**src/hw/rtl/assert_macros.svh**
```systemverilog
// Assertion helpers included by the top-level tracker RTL.
`ifndef ASSERT_MACROS_SVH
`define ASSERT_MACROS_SVH

// Same-cycle implication, disabled while reset is active.
`define ASSERT_IMPLIES(label, clk, rst_n, ante, cons, msg) \
	label: assert property (@(posedge clk) disable iff (!rst_n) (ante) |-> (cons)) \
		else $error(msg);

// Next-cycle implication, disabled while reset is active.
`define ASSERT_NEXT(label, clk, rst_n, ante, cons, msg) \
	label: assert property (@(posedge clk) disable iff (!rst_n) (ante) |=> (cons)) \
		else $error(msg);

`endif

```
**src/hw/rtl/tplt_pkg.sv**
```systemverilog
package tplt_pkg;

	localparam int FLAG_W = 7;

	localparam logic [7:0] PARAM_BOUNDARY = 8'd16;
	localparam logic [7:0] PARAM_RESPONSE = 8'd17;

	localparam logic [1:0] ACT_PKT       = 2'd0;
	localparam logic [1:0] ACT_ACK_TEL   = 2'd1;
	localparam logic [1:0] ACT_ACK_PARAM = 2'd2;

	localparam logic CFG_ENABLE = 1'b0;
	localparam logic CFG_MASK   = 1'b1;

	typedef enum logic [3:0] {
		STAT_OK       = 4'd0,
		STAT_PARAM_OK = 4'd1,
		STAT_BAD_FMT  = 4'd2,
		STAT_DISABLED = 4'd3,
		STAT_SHORT    = 4'd4,
		STAT_FILTERED = 4'd5,
		STAT_UNKNOWN  = 4'd6,
		STAT_BAD_LEN  = 4'd7,
		STAT_CRC_ERR  = 4'd8,
		STAT_ACK      = 4'd9
	} status_e;

	typedef enum logic {
		S_IDLE,
		S_CALC
	} fsm_e;

	typedef struct packed {
		logic [1:0]  action;
		logic        mv_ok;
		logic        hdr_ok;
		logic        len_ok;
		logic        crc_ok;
		logic [7:0]  pkt_type;
		logic [15:0] seq;
	} item_t;

	typedef struct packed {
		logic [15:0] prev_seq;
		logic [31:0] good;
		logic [31:0] lost;
		logic [31:0] crc_err;
	} entry_t;

	typedef struct packed {
		logic [FLAG_W-1:0] fresh_bits;
		logic              fresh_any;
		logic              param;
	} flags_t;

	typedef struct packed {
		logic [31:0] recv;
		logic [31:0] lost;
		logic [31:0] crc_err;
	} report_t;

	typedef struct packed {
		status_e     status;
		logic [15:0] dropped;
		logic        wr_en;
		entry_t      entry;
		flags_t      flags;
	} upd_t;

endpackage

```
**src/hw/rtl/tplt_stat_mem.sv**
```systemverilog
module tplt_stat_mem #(
	parameter int DEPTH = 7,
	parameter int AW = 3
) (
	input  logic               clk,
	input  logic               arst_n,
	input  logic               rd_en,
	input  logic [AW-1:0]      rd_addr,
	input  logic               wr_en,
	input  logic [AW-1:0]      wr_addr,
	input  tplt_pkg::entry_t   wr_data,
	output tplt_pkg::entry_t   rd_data
);
	import tplt_pkg::*;

	entry_t           mem [DEPTH];
	entry_t           rdata_q;
	logic [DEPTH-1:0] valid_q;
	logic             rd_valid_q;

	always_ff @(posedge clk) begin
		if (wr_en) begin
			mem[wr_addr] <= wr_data;
		end
		if (rd_en) begin
			rdata_q <= mem[rd_addr];
		end
	end

	// An entry never written reads as zero.
	always_ff @(posedge clk or negedge arst_n) begin
		if (!arst_n) begin
			valid_q    <= '0;
			rd_valid_q <= 1'b0;
		end else begin
			if (wr_en) begin
				valid_q[wr_addr] <= 1'b1;
			end
			if (rd_en) begin
				rd_valid_q <= valid_q[rd_addr];
			end
		end
	end

	assign rd_data = rd_valid_q ? rdata_q : '0;

endmodule

```
**src/hw/rtl/tplt_update.sv**
```systemverilog
module tplt_update #(
	parameter int STREAM_TYPES = 7
) (
	input  tplt_pkg::item_t                 item,
	input  tplt_pkg::entry_t                entry,
	input  tplt_pkg::flags_t                flags,
	input  logic                            enable,
	input  logic [tplt_pkg::FLAG_W-1:0]     mask,
	output tplt_pkg::upd_t                  upd,
	output tplt_pkg::report_t               report
);
	import tplt_pkg::*;

	logic        is_stream;
	logic [2:0]  bit_idx;
	logic [7:0]  mask_ext;
	logic [7:0]  fresh_set;
	logic        mask_ok;
	logic [15:0] expected;
	logic [15:0] gap;

	assign is_stream = (item.pkt_type >= 8'd1) && (item.pkt_type <= 8'(STREAM_TYPES));
	assign bit_idx   = 3'(item.pkt_type - 8'd1);
	assign mask_ext  = {1'b0, mask};
	assign mask_ok   = is_stream && mask_ext[bit_idx];
	assign fresh_set = 8'd1 << bit_idx;
	assign expected  = entry.prev_seq + 16'd1;
	assign gap       = item.seq - expected;

	always_comb begin
		upd.status  = STAT_BAD_FMT;
		upd.dropped = '0;
		upd.wr_en   = 1'b0;
		upd.entry   = entry;
		upd.flags   = flags;
		case (item.action)
			ACT_ACK_TEL: begin
				upd.flags.fresh_bits = '0;
				upd.flags.fresh_any  = 1'b0;
				upd.status           = STAT_ACK;
			end
			ACT_ACK_PARAM: begin
				upd.flags.param = 1'b0;
				upd.status      = STAT_ACK;
			end
			ACT_PKT: begin
				if (!item.mv_ok) begin
					upd.status = STAT_BAD_FMT;
				end else if (!enable) begin
					upd.status = STAT_DISABLED;
				end else if (!item.hdr_ok) begin
					upd.status = STAT_SHORT;
				end else if (item.pkt_type < PARAM_BOUNDARY && !mask_ok) begin
					upd.status = STAT_FILTERED;
				end else if (is_stream) begin
					if (!item.len_ok) begin
						upd.status = STAT_BAD_LEN;
					end else if (!item.crc_ok) begin
						upd.entry.crc_err = entry.crc_err + 32'd1;
						upd.wr_en         = 1'b1;
						upd.status        = STAT_CRC_ERR;
					end else begin
						// Loss is counted only once the type has a good packet.
						if (entry.good != '0) begin
							upd.dropped    = gap;
							upd.entry.lost = entry.lost + {16'd0, gap};
						end
						upd.entry.prev_seq   = item.seq;
						upd.entry.good       = entry.good + 32'd1;
						upd.flags.fresh_any  = 1'b1;
						upd.flags.fresh_bits = flags.fresh_bits | fresh_set[FLAG_W-1:0];
						upd.wr_en            = 1'b1;
						upd.status           = STAT_OK;
					end
				end else if (item.pkt_type == PARAM_RESPONSE) begin
					if (!item.len_ok) begin
						upd.status = STAT_BAD_LEN;
					end else if (!item.crc_ok) begin
						upd.status = STAT_CRC_ERR;
					end else begin
						upd.flags.param = 1'b1;
						upd.status      = STAT_PARAM_OK;
					end
				end else begin
					upd.status = STAT_UNKNOWN;
				end
			end
			default: begin
				upd.status = STAT_BAD_FMT;
			end
		endcase
	end

	always_comb begin
		if (item.action == ACT_PKT && is_stream) begin
			report.recv    = upd.entry.good;
			report.lost    = upd.entry.lost;
			report.crc_err = upd.entry.crc_err;
		end else begin
			report = '0;
		end
	end

endmodule

```
**src/hw/rtl/telemetry_packet_loss_tracker.sv**
```systemverilog
// Channel  | Direction | Handshake         | Contents
// s        | in        | s_tvalid/s_tready | descriptor or acknowledge word
// m        | out       | m_tvalid/m_tready | status, loss and statistics word
// cfg      | in        | cfg_we            | telemetry_enable, type_mask
//
// Each word is taken while the per-type stats table is read synchronously;
// the update and write-back follow in S_CALC, and the next word is taken
// only once the write-back is done. After reset the stats read as zero
// through per-entry valid bits; no clearing pass is needed. A result waits
// in the output register; while it is not taken, the update of the
// following word holds.
module telemetry_packet_loss_tracker #(
	parameter int STREAM_TYPES = 7
) (
	input  logic         clk,
	input  logic         arst_n,
	input  logic         s_tvalid,
	output logic         s_tready,
	// [0] magic_version_ok, [1] header_ok, [2] length_ok, [3] crc_ok,
	// [11:4] packet_type, [27:12] seq_number, [31:28] zero
	input  logic [31:0]  s_tdata,
	// [1:0] action
	input  logic [1:0]   s_tuser,
	output logic         m_tvalid,
	input  logic         m_tready,
	// [3:0] status, [19:4] dropped_now, [51:20] received_count,
	// [83:52] dropped_total, [115:84] crc_error_count, [122:116] new_type_flags,
	// [123] telemetry_pending, [124] param_pending, [127:125] zero
	output logic [127:0] m_tdata,
	input  logic         cfg_we,
	input  logic         cfg_addr,
	input  logic [6:0]   cfg_wdata
);
	import tplt_pkg::*;
	`include "assert_macros.svh"

	localparam int IDX_W = (STREAM_TYPES > 1) ? $clog2(STREAM_TYPES) : 1;

	fsm_e               state_q, state_d;
	item_t              item_q, in_item;
	logic [IDX_W-1:0]   idx_q, in_idx;
	logic               in_stream;
	logic               accept;
	logic               load;
	logic               enable_q;
	logic [FLAG_W-1:0]  mask_q;
	flags_t             flags_q;
	entry_t             rd_entry;
	upd_t               upd;
	report_t            report;
	logic               m_tvalid_q;
	logic [127:0]       m_tdata_q;

	assign in_item = '{
		action:   s_tuser,
		mv_ok:    s_tdata[0],
		hdr_ok:   s_tdata[1],
		len_ok:   s_tdata[2],
		crc_ok:   s_tdata[3],
		pkt_type: s_tdata[11:4],
		seq:      s_tdata[27:12]
	};

	assign in_stream = (in_item.pkt_type >= 8'd1) &&
		(in_item.pkt_type <= 8'(STREAM_TYPES));
	assign in_idx = in_stream ? IDX_W'(in_item.pkt_type - 8'd1) : '0;

	always_ff @(posedge clk or negedge arst_n) begin
		if (!arst_n) begin
			state_q <= S_IDLE;
		end else begin
			state_q <= state_d;
		end
	end

	always_comb begin
		state_d  = state_q;
		s_tready = 1'b0;
		load     = 1'b0;
		case (state_q)
			S_IDLE: begin
				s_tready = 1'b1;
				if (s_tvalid) begin
					state_d = S_CALC;
				end
			end
			S_CALC: begin
				// hold until the output register can take the result
				if (!m_tvalid_q || m_tready) begin
					load    = 1'b1;
					state_d = S_IDLE;
				end
			end
			default: begin
				state_d = S_IDLE;
			end
		endcase
	end

	assign accept = s_tvalid && s_tready;

	always_ff @(posedge clk) begin
		if (accept) begin
			item_q <= in_item;
			idx_q  <= in_idx;
		end
	end

	always_ff @(posedge clk or negedge arst_n) begin
		if (!arst_n) begin
			enable_q <= 1'b1;
			mask_q   <= '1;
		end else if (cfg_we) begin
			case (cfg_addr)
				CFG_ENABLE: enable_q <= cfg_wdata[0];
				CFG_MASK:   mask_q   <= cfg_wdata;
				default:    mask_q   <= mask_q;
			endcase
		end
	end

	tplt_stat_mem #(
		.DEPTH(STREAM_TYPES),
		.AW(IDX_W)
	) u_stat_mem (
		.clk     (clk),
		.arst_n  (arst_n),
		.rd_en   (accept),
		.rd_addr (in_idx),
		.wr_en   (load && upd.wr_en),
		.wr_addr (idx_q),
		.wr_data (upd.entry),
		.rd_data (rd_entry)
	);

	tplt_update #(
		.STREAM_TYPES(STREAM_TYPES)
	) u_update (
		.item   (item_q),
		.entry  (rd_entry),
		.flags  (flags_q),
		.enable (enable_q),
		.mask   (mask_q),
		.upd    (upd),
		.report (report)
	);

	always_ff @(posedge clk or negedge arst_n) begin
		if (!arst_n) begin
			flags_q    <= '0;
			m_tvalid_q <= 1'b0;
		end else begin
			if (load) begin
				flags_q    <= upd.flags;
				m_tvalid_q <= 1'b1;
			end else if (m_tready) begin
				m_tvalid_q <= 1'b0;
			end
		end
	end

	always_ff @(posedge clk) begin
		if (load) begin
			m_tdata_q <= {3'd0, upd.flags.param, upd.flags.fresh_any, upd.flags.fresh_bits,
				report.crc_err, report.lost, report.recv, upd.dropped, upd.status};
		end
	end

	assign m_tvalid = m_tvalid_q;
	assign m_tdata  = m_tdata_q;

	`ASSERT_NEXT(a_accept_to_calc, clk, arst_n, accept, state_q == S_CALC && !s_tready, "word accepted but no update cycle follows")
	`ASSERT_IMPLIES(a_out_from_calc, clk, arst_n, m_tvalid && !$past(m_tvalid), $past(state_q == S_CALC), "result appeared without an update")
	`ASSERT_IMPLIES(a_ack_no_stats, clk, arst_n, m_tvalid && m_tdata[3:0] == STAT_ACK, m_tdata[115:20] == '0 && m_tdata[19:4] == '0, "acknowledge result carries statistics")
	`ASSERT_IMPLIES(a_param_rise, clk, arst_n, $rose(flags_q.param), m_tdata[3:0] == STAT_PARAM_OK, "parameter flag set without a parameter response")

endmodule
```
**config.mk**
```make
export PLATFORM = sky130hd
export DESIGN_NAME = telemetry_packet_loss_tracker
export DESIGN_NICKNAME = d
export VERILOG_FILES = /design/src/hw/rtl/tplt_pkg.sv /design/src/hw/rtl/tplt_stat_mem.sv /design/src/hw/rtl/tplt_update.sv /design/src/hw/rtl/telemetry_packet_loss_tracker.sv
export VERILOG_INCLUDE_DIRS = /design/src /design/src/hw/rtl
export SDC_FILE = /design/constraint.sdc
export NUM_CORES = 1
export LEC_CHECK = 0
export ABC_AREA = 1
export ABC_CLOCK_PERIOD_IN_PS = 12900
export BUFFER_PORTS_ARGS = -buffer_cell sky130_fd_sc_hd__buf_2
export CAP_MARGIN = 20
export CORE_MARGIN = 4
export CORE_UTILIZATION = 54
export CTS_BUF_LIST = sky130_fd_sc_hd__clkbuf_4 sky130_fd_sc_hd__clkbuf_8 sky130_fd_sc_hd__clkbuf_16
export CTS_CLUSTER_SIZE = 8
export DETAILED_ROUTE_END_ITERATION = 8
export HOLD_SLACK_MARGIN = 0.15
export PLACE_DENSITY = 0.71
export SLEW_MARGIN = 20
export SYNTH_ARGS = -nofsm -noshare
export SYNTH_HDL_FRONTEND = slang
export SYNTH_SLANG_ARGS = --single-unit
```
**constraint.sdc**
```tcl
create_clock -name clk -period 12.9 [get_ports clk]
set_input_delay 2.58 -clock clk [delete_from_list [all_inputs] [get_ports clk]]
set_output_delay 2.58 -clock clk [all_outputs]
set_load 0.03 [all_outputs]
```
== Word level (Yosys, flattened, before mapping) ==
Memory sizes are Yosys's and may differ from the RTL's. A register that Yosys moved wholly into a read port is not among the register bits.
Cells that the tools add are included.
Word-level totals
  input port bits: 47
  flip-flop bits (word level): 185
  word-level logic and storage cells: 117
  RAM bits: 784
  output and inout port bits: 130
  memories kept: 1
Operators by class
  order comparisons: 9
  eq/ne operators: 3
  bitwise gates (word level): 12
  muxes and demuxes: 46
  add/sub/neg operators: 7
  shifts and indexed selects: 1
  reductions and logical operators: 18
Memory list
  u_stat_mem.mem: words 7, width 112, rd ports 1, clocked after Yosys merged registers in 1, wr ports 1, RTL line tplt_stat_mem.sv:16  | entry_t mem [DEPTH];
Operators with widths (number)
  two-way mux 122 bit: 4
  two-way mux 121 bit: 2
  two-way mux 113 bit: 1
  two-way mux 112 bit: 1
  two-way mux 80 bit: 1
  adder 32 x 1 -> 32 bit, second input constant: 2
  two-way mux 32 bit: 2
  two-way mux 4 bit: 10
  adder 32 x 16 -> 32 bit: 1
  nonzero test 32 bit: 1
  adder 16 x 1 -> 16 bit, second input constant: 1
  >= comparator 8 x 1 -> 1 bit, second input constant: 2
  <= comparator 8 x 3 -> 1 bit, second input constant: 2
  two-way mux 1 bit: 16
  one-hot mux 8 bit (2 select lines): 1
  subtractor 16 bit: 1
  bitwise OR 7 bit: 2
  < comparator 3 x 4 -> 1 bit, second input constant: 3
  NOT 1 bit: 10
  OR reduction 9 bit: 1
  == test 8 x 5 -> 1 bit, second input constant: 1
  logical AND 1 bit: 8
  < comparator 8 x 5 -> 1 bit, second input constant: 1
  two-way mux 8 bit: 1
  16 further kinds: 21

== Longest topological paths before layout ==
  depth in word-level cells: 16
  depth in mapped cells: 31
  gate-level depth less buffers: 26

== Modules after synthesis ==
From an unflattened synthesis, not the netlist that was laid out.
Unflattened totals
  cell total of the unflattened synthesis: 4175
  area, all modules: 46872.5 um^2
By module, submodules not included
  tplt_stat_mem: area an instance 35088.7 um^2, seq. area each 27106.0 um^2, cells each 2681, instances 1
  tplt_update: area an instance 6145.9 um^2, seq. area each 0.0 um^2, cells each 1227, instances 1
  telemetry_packet_loss_tracker: area an instance 5637.9 um^2, seq. area each 5230.0 um^2, cells each 267, instances 1

== Worst setup path before layout ==
Ideal clock, no wire load.
  kind: input port to flip-flop
  from: input port s_tvalid
  to: register u_stat_mem.rd_valid_q
  required time: 12.789 ns
  library setup time: 0.111 ns
  arrival: 9.586 ns
  cell stages on the path: 4
  buffers on the path: 0
  path slack: 3.203 ns
  cells stage by stage: inv_1 nor2_1 o21ai_0 o21ai_0
Between the ends
  longest elaborated chain between the ends: 1
Ends and longest elaborated chain
  start: declaration: RTL line telemetry_packet_loss_tracker.sv:17  | input logic s_tvalid,
  logical AND 1 bit: RTL line telemetry_packet_loss_tracker.sv:100  | assign accept = s_tvalid && s_tready;
  named net accept: RTL line telemetry_packet_loss_tracker.sv:43  | logic accept;
  end signal: assignment: RTL line tplt_stat_mem.sv:40  | rd_valid_q <= valid_q[rd_addr];
  end: declaration: RTL line tplt_stat_mem.sv:19  | logic rd_valid_q;
The timed path passes the listed nets, and every way through them passes these cells.
A chain may end at the register's enable or synchronous reset.

== Final worst setup path ==
  from: input port s_tdata[4]
  to: register u_stat_mem.rdata_q[7] (netlist name)
Between the ends
  longest elaborated chain between the ends: 3
Ends and longest elaborated chain
  start: declaration: RTL line telemetry_packet_loss_tracker.sv:21  | input logic [31:0] s_tdata,
  >= comparator 8 x 1 -> 1 bit or <= comparator 8 x 3 -> 1 bit (tied branches): RTL line telemetry_packet_loss_tracker.sv:64, telemetry_packet_loss_tracker.sv:65
  logical AND 1 bit: RTL line telemetry_packet_loss_tracker.sv:64  | assign in_stream = (in_item.pkt_type >= 8'd1) &&
  two-way mux 3 bit (*): RTL line telemetry_packet_loss_tracker.sv:66  | assign in_idx = in_stream ? IDX_W'(in_item.pkt_type - 8'd1) : '0;
Every way passes the cells marked *; elsewhere a longest branch is shown, timed or not.

==> results.yml <==
cts:
  clk_latency_ns: 0.74
  htreeDepth: 4
  cts_setup_buffers: 0
  cts_tree: "done"
  cts-resized-gates: 0
  ctsRootBufferMaster: "clkbuf_16"
  numCtsBuffers: 153
  cts_num_sinks: 1081
  clk_path_buf_depth: 3
  cts_hold_buf: 0
  clk_pin_slew_ns: 0.05
synth:
  synth_ff_type: "edfxtp_1"
  synth.area.top_cells: "edfxtp_1 68%, nand2_1 8.8%, o21ai_0 4.0%"
  synth_edf_count: 1054
  synth_top_area_cell: "edfxtp_1"
  synth.distinct_cells: 52
  synth_top_area_share: 0.6772
  yosysWarnings: 0
  ys_seq_area_frac: 0.6918
  async_flop_share: 0.02498
  synth_cells: 4188
  avgSynthCellArea_um2: 11.16
  synth_seq_cells: 1081
  syn_area_um2: 46740
setup_path:
  start_kind: "input pin"
  cp.arrival_ns: 6.92
  critical_path_class: "input pin to flip-flop"
  critPathMaxFanout: 90
  cp-end-kind: "flip-flop"
  critPathSlowestCell: "buf_4"
  crit_path_max_incr_delay_ns: 0.83
  worstPathCellList: "buf_2 -> inv_1 -> ha_1 -> or3b_1 -> nand3_4 -> buf_4 -> buf_4 -> buf_4 -> o21ai_0 -> nand2_1 -> o21ai_0 -> nand2_1 -> nand2_1"
  worstPathRequired_ns: 13.38
power:
  p_int_w: 0.006253
  sw_frac_of_total: 0.2246
  power_density_nw_per_um2: 152.5
  peakVddDrop_v: 0.0001307
  p_switching_w: 0.001811
  p_leak_nw: 21.75
  pwr-share-seq: 0.496
  pwr-share-clk: 0.444
  comb_power_share: 0.059
floorplanning:
  die_h_um: 302.2
  row_count: 107
  ios: 177
  dieArea_um2: 91320
  coreArea_um2: 85550
  die_width_um: 302.2
  start_util: 0.5464
placement:
  place.gp.congestion: 0.9093
  place_ws_ns: 5.776
  numPortBuffers: 169
  dpl_cell_area_um2: 48600
  dp.final_hpwl_mm: 66.56
global_route:
  grt_max_degree: 214
  track_usage: 0.2557
  first_global_vias: 30000
  grt_pass1_wl_mm: 176.0
  globalRouteOverflowTotal: 0
  antenna_found_initial: 1
detailed_routing:
  wl_per_cell_um: 21.12
  num_vias: 31650
  drt-initial-drc-count: 3435
  drt_pass1_iterations: 6
  viasPerCell: 5.707
  drc: 0
  routed_wl_mm: 117.1
  ant_nets: 0
layout:
  post-route-util: 0.6182
  regArea_um2: 32340
  final_area_um2: 52890
  final_cell_mix: "1098 x nand2_1, 1054 x edfxtp_1, 381 x inv_1"
  nets: 4459
  final_layout_size_suffix_gt1_frac: 0.1087
  multi_input_area_um2: 12170
  final_common_cell: "nand2_1"
  n_fill_cell: 6438
  area_growth_syn_to_layout_pct: 13.15
flow_run:
  drv_cap: 0
run_status:
  status: "complete, no violations"
sta:
  fmax_ghz: 0.1551
  hold_viol: 0
  slew_headroom: 0.2741
  setup_viol: 0
  post-route-min-period_ns: 6.446
  finalCritPeriodShare: 0.4997
  fin_skew_ns: 0.02428
  final.setup.tns_ns: 0
  rsz0062_at_grt: "no"
  worst_slack_ns: 6.454
  tightest_slew_ns: 1.089
  slew_violations: 0
worst_hold_path:
  hold_class: "flip-flop to flip-flop"
==> flip-flops by register name (all words and copies together) (netlist names) <==
signal / cells
m_tdata: 125
mask_q: 7
item_q: 30
u_stat_mem.rd_valid_q: 1
u_stat_mem.rdata_q: 112
state_q: 1
u_stat_mem.mem: 784
idx_q: 3
flags_q: 9
enable_q: 1
m_tvalid: 1
u_stat_mem.valid_q: 7
==> power groups by stage <==
stage | logic [W] | registers, W | clock network (W)
6_report | 0.000477 | 0.00400 | 0.00358
4_1_cts | 0.000472 | 0.00400 | 0.00362
3_3_place_gp | 0.000464 | 0.00407 | 0
3_5_place_dp | 0.000470 | 0.00407 | 0
5_1_grt | 0.000515 | 0.00401 | 0.00379
2_1_floorplan | 0.000220 | 0.00416 | 0
==> cell families (layout without fill, tap and decap cells) <==
| kind of cell | after synthesis | after routing | share of synthesized area |
|---|---|---|---|
| buffers and inverters | 586 | 795 | 0.04984 |
| multiplexers | 6 | 6 | 0.001445 |
| AO/OA/AOI/OAI | 621 | 621 | 0.07378 |
| other | 1 | 5 | 0.00008023 |
| adder cells (fa/ha/maj) | 49 | 49 | 0.01344 |
| XOR/XNOR | 65 | 65 | 0.01218 |
| flip-flops | 1081 | 1081 | 0.6918 |
| AND/OR/NAND/NOR | 1779 | 1779 | 0.1574 |
==> synthesized netlist by cell type, drive strengths merged (5+ instances only) <==
library cell  number
dfstp              8
o211ai           112
a21oi             82
or2               14
xor2              51
nor4               7
nand3            237
dfrtp             19
o22ai              5
nor3              28
o21ai            400
and2               6
nor2             338
xnor2             14
nand2           1104
inv              396
ha                47
clkbuf            91
nand4             36
o21bai             6
mux2               6
a21o               5
buf               97
edfxtp          1054
==> worst paths after layout <==
kind / start / to / slack, ns / cells past startpoint
min in group asynchronous: arst_n / flags_q[6] / 1.91 / 1
worst max register to register: u_stat_mem.rd_valid_q / m_tdata[75] / 7.16 / 24
max in group asynchronous: arst_n / u_stat_mem.rd_valid_q / 10.45 / 1
worst min-delay path: u_stat_mem.valid_q[0] / u_stat_mem.valid_q[0] / 0.47 / 1
worst max-delay path: s_tdata[4] / u_stat_mem.rdata_q[7] / 6.45 / 13
worst min register to register: u_stat_mem.valid_q[0] / u_stat_mem.valid_q[0] / 0.47 / 1
==> worst max-delay path: cells and delay by family <==
family / cells / cell delay [ns]
buffers and inverters: 5 / 2.62
adders and majority gates: 1 / 0.19
AOI/OAI and AO/OA: 2 / 0.28
and+or+nand+nor: 5 / 1.11
==> through the flow <==
stage	power (W)	std cells	hold WS (ns)
5_1_grt	0.008311	5543	0.4819
4_1_cts	0.008099	5542	0.4597
3_3_place_gp	0.004530	5351	0.4466
2_1_floorplan	0.004378	4190	0.4277
3_5_place_dp	0.004536	5351	0.4483
6_report	0.008064	5545	0.4668
==> routing by layer <==
layer | track usage | wire, um | vias up
li1 | - | - | 14670
met1 | 0.3467 | 47570 | 15130
met2 | 0.4081 | 54640 | 1539
met3 | 0.05347 | 10700 | 300
met4 | 0.1032 | 4231 | 0
met5 | 0 | 0 | -
==> final cells by class <==
| class | instances | share of cell area |
|---|---|---|
| Clock buffer | 176 | 0.07632 |
| Clock inverter | 15 | 0.004022 |
| Timing Repair Buffer | 206 | 0.02217 |
| Antenna cell | 2 | 0.00009463 |
| Multi-Input combinational cell | 2523 | 0.2302 |
| Inverter | 398 | 0.02865 |
| Sequential cell | 1081 | 0.6115 |
| Tap cell | 1144 | 0.02706 |
(Power assumes the default switching activity.)
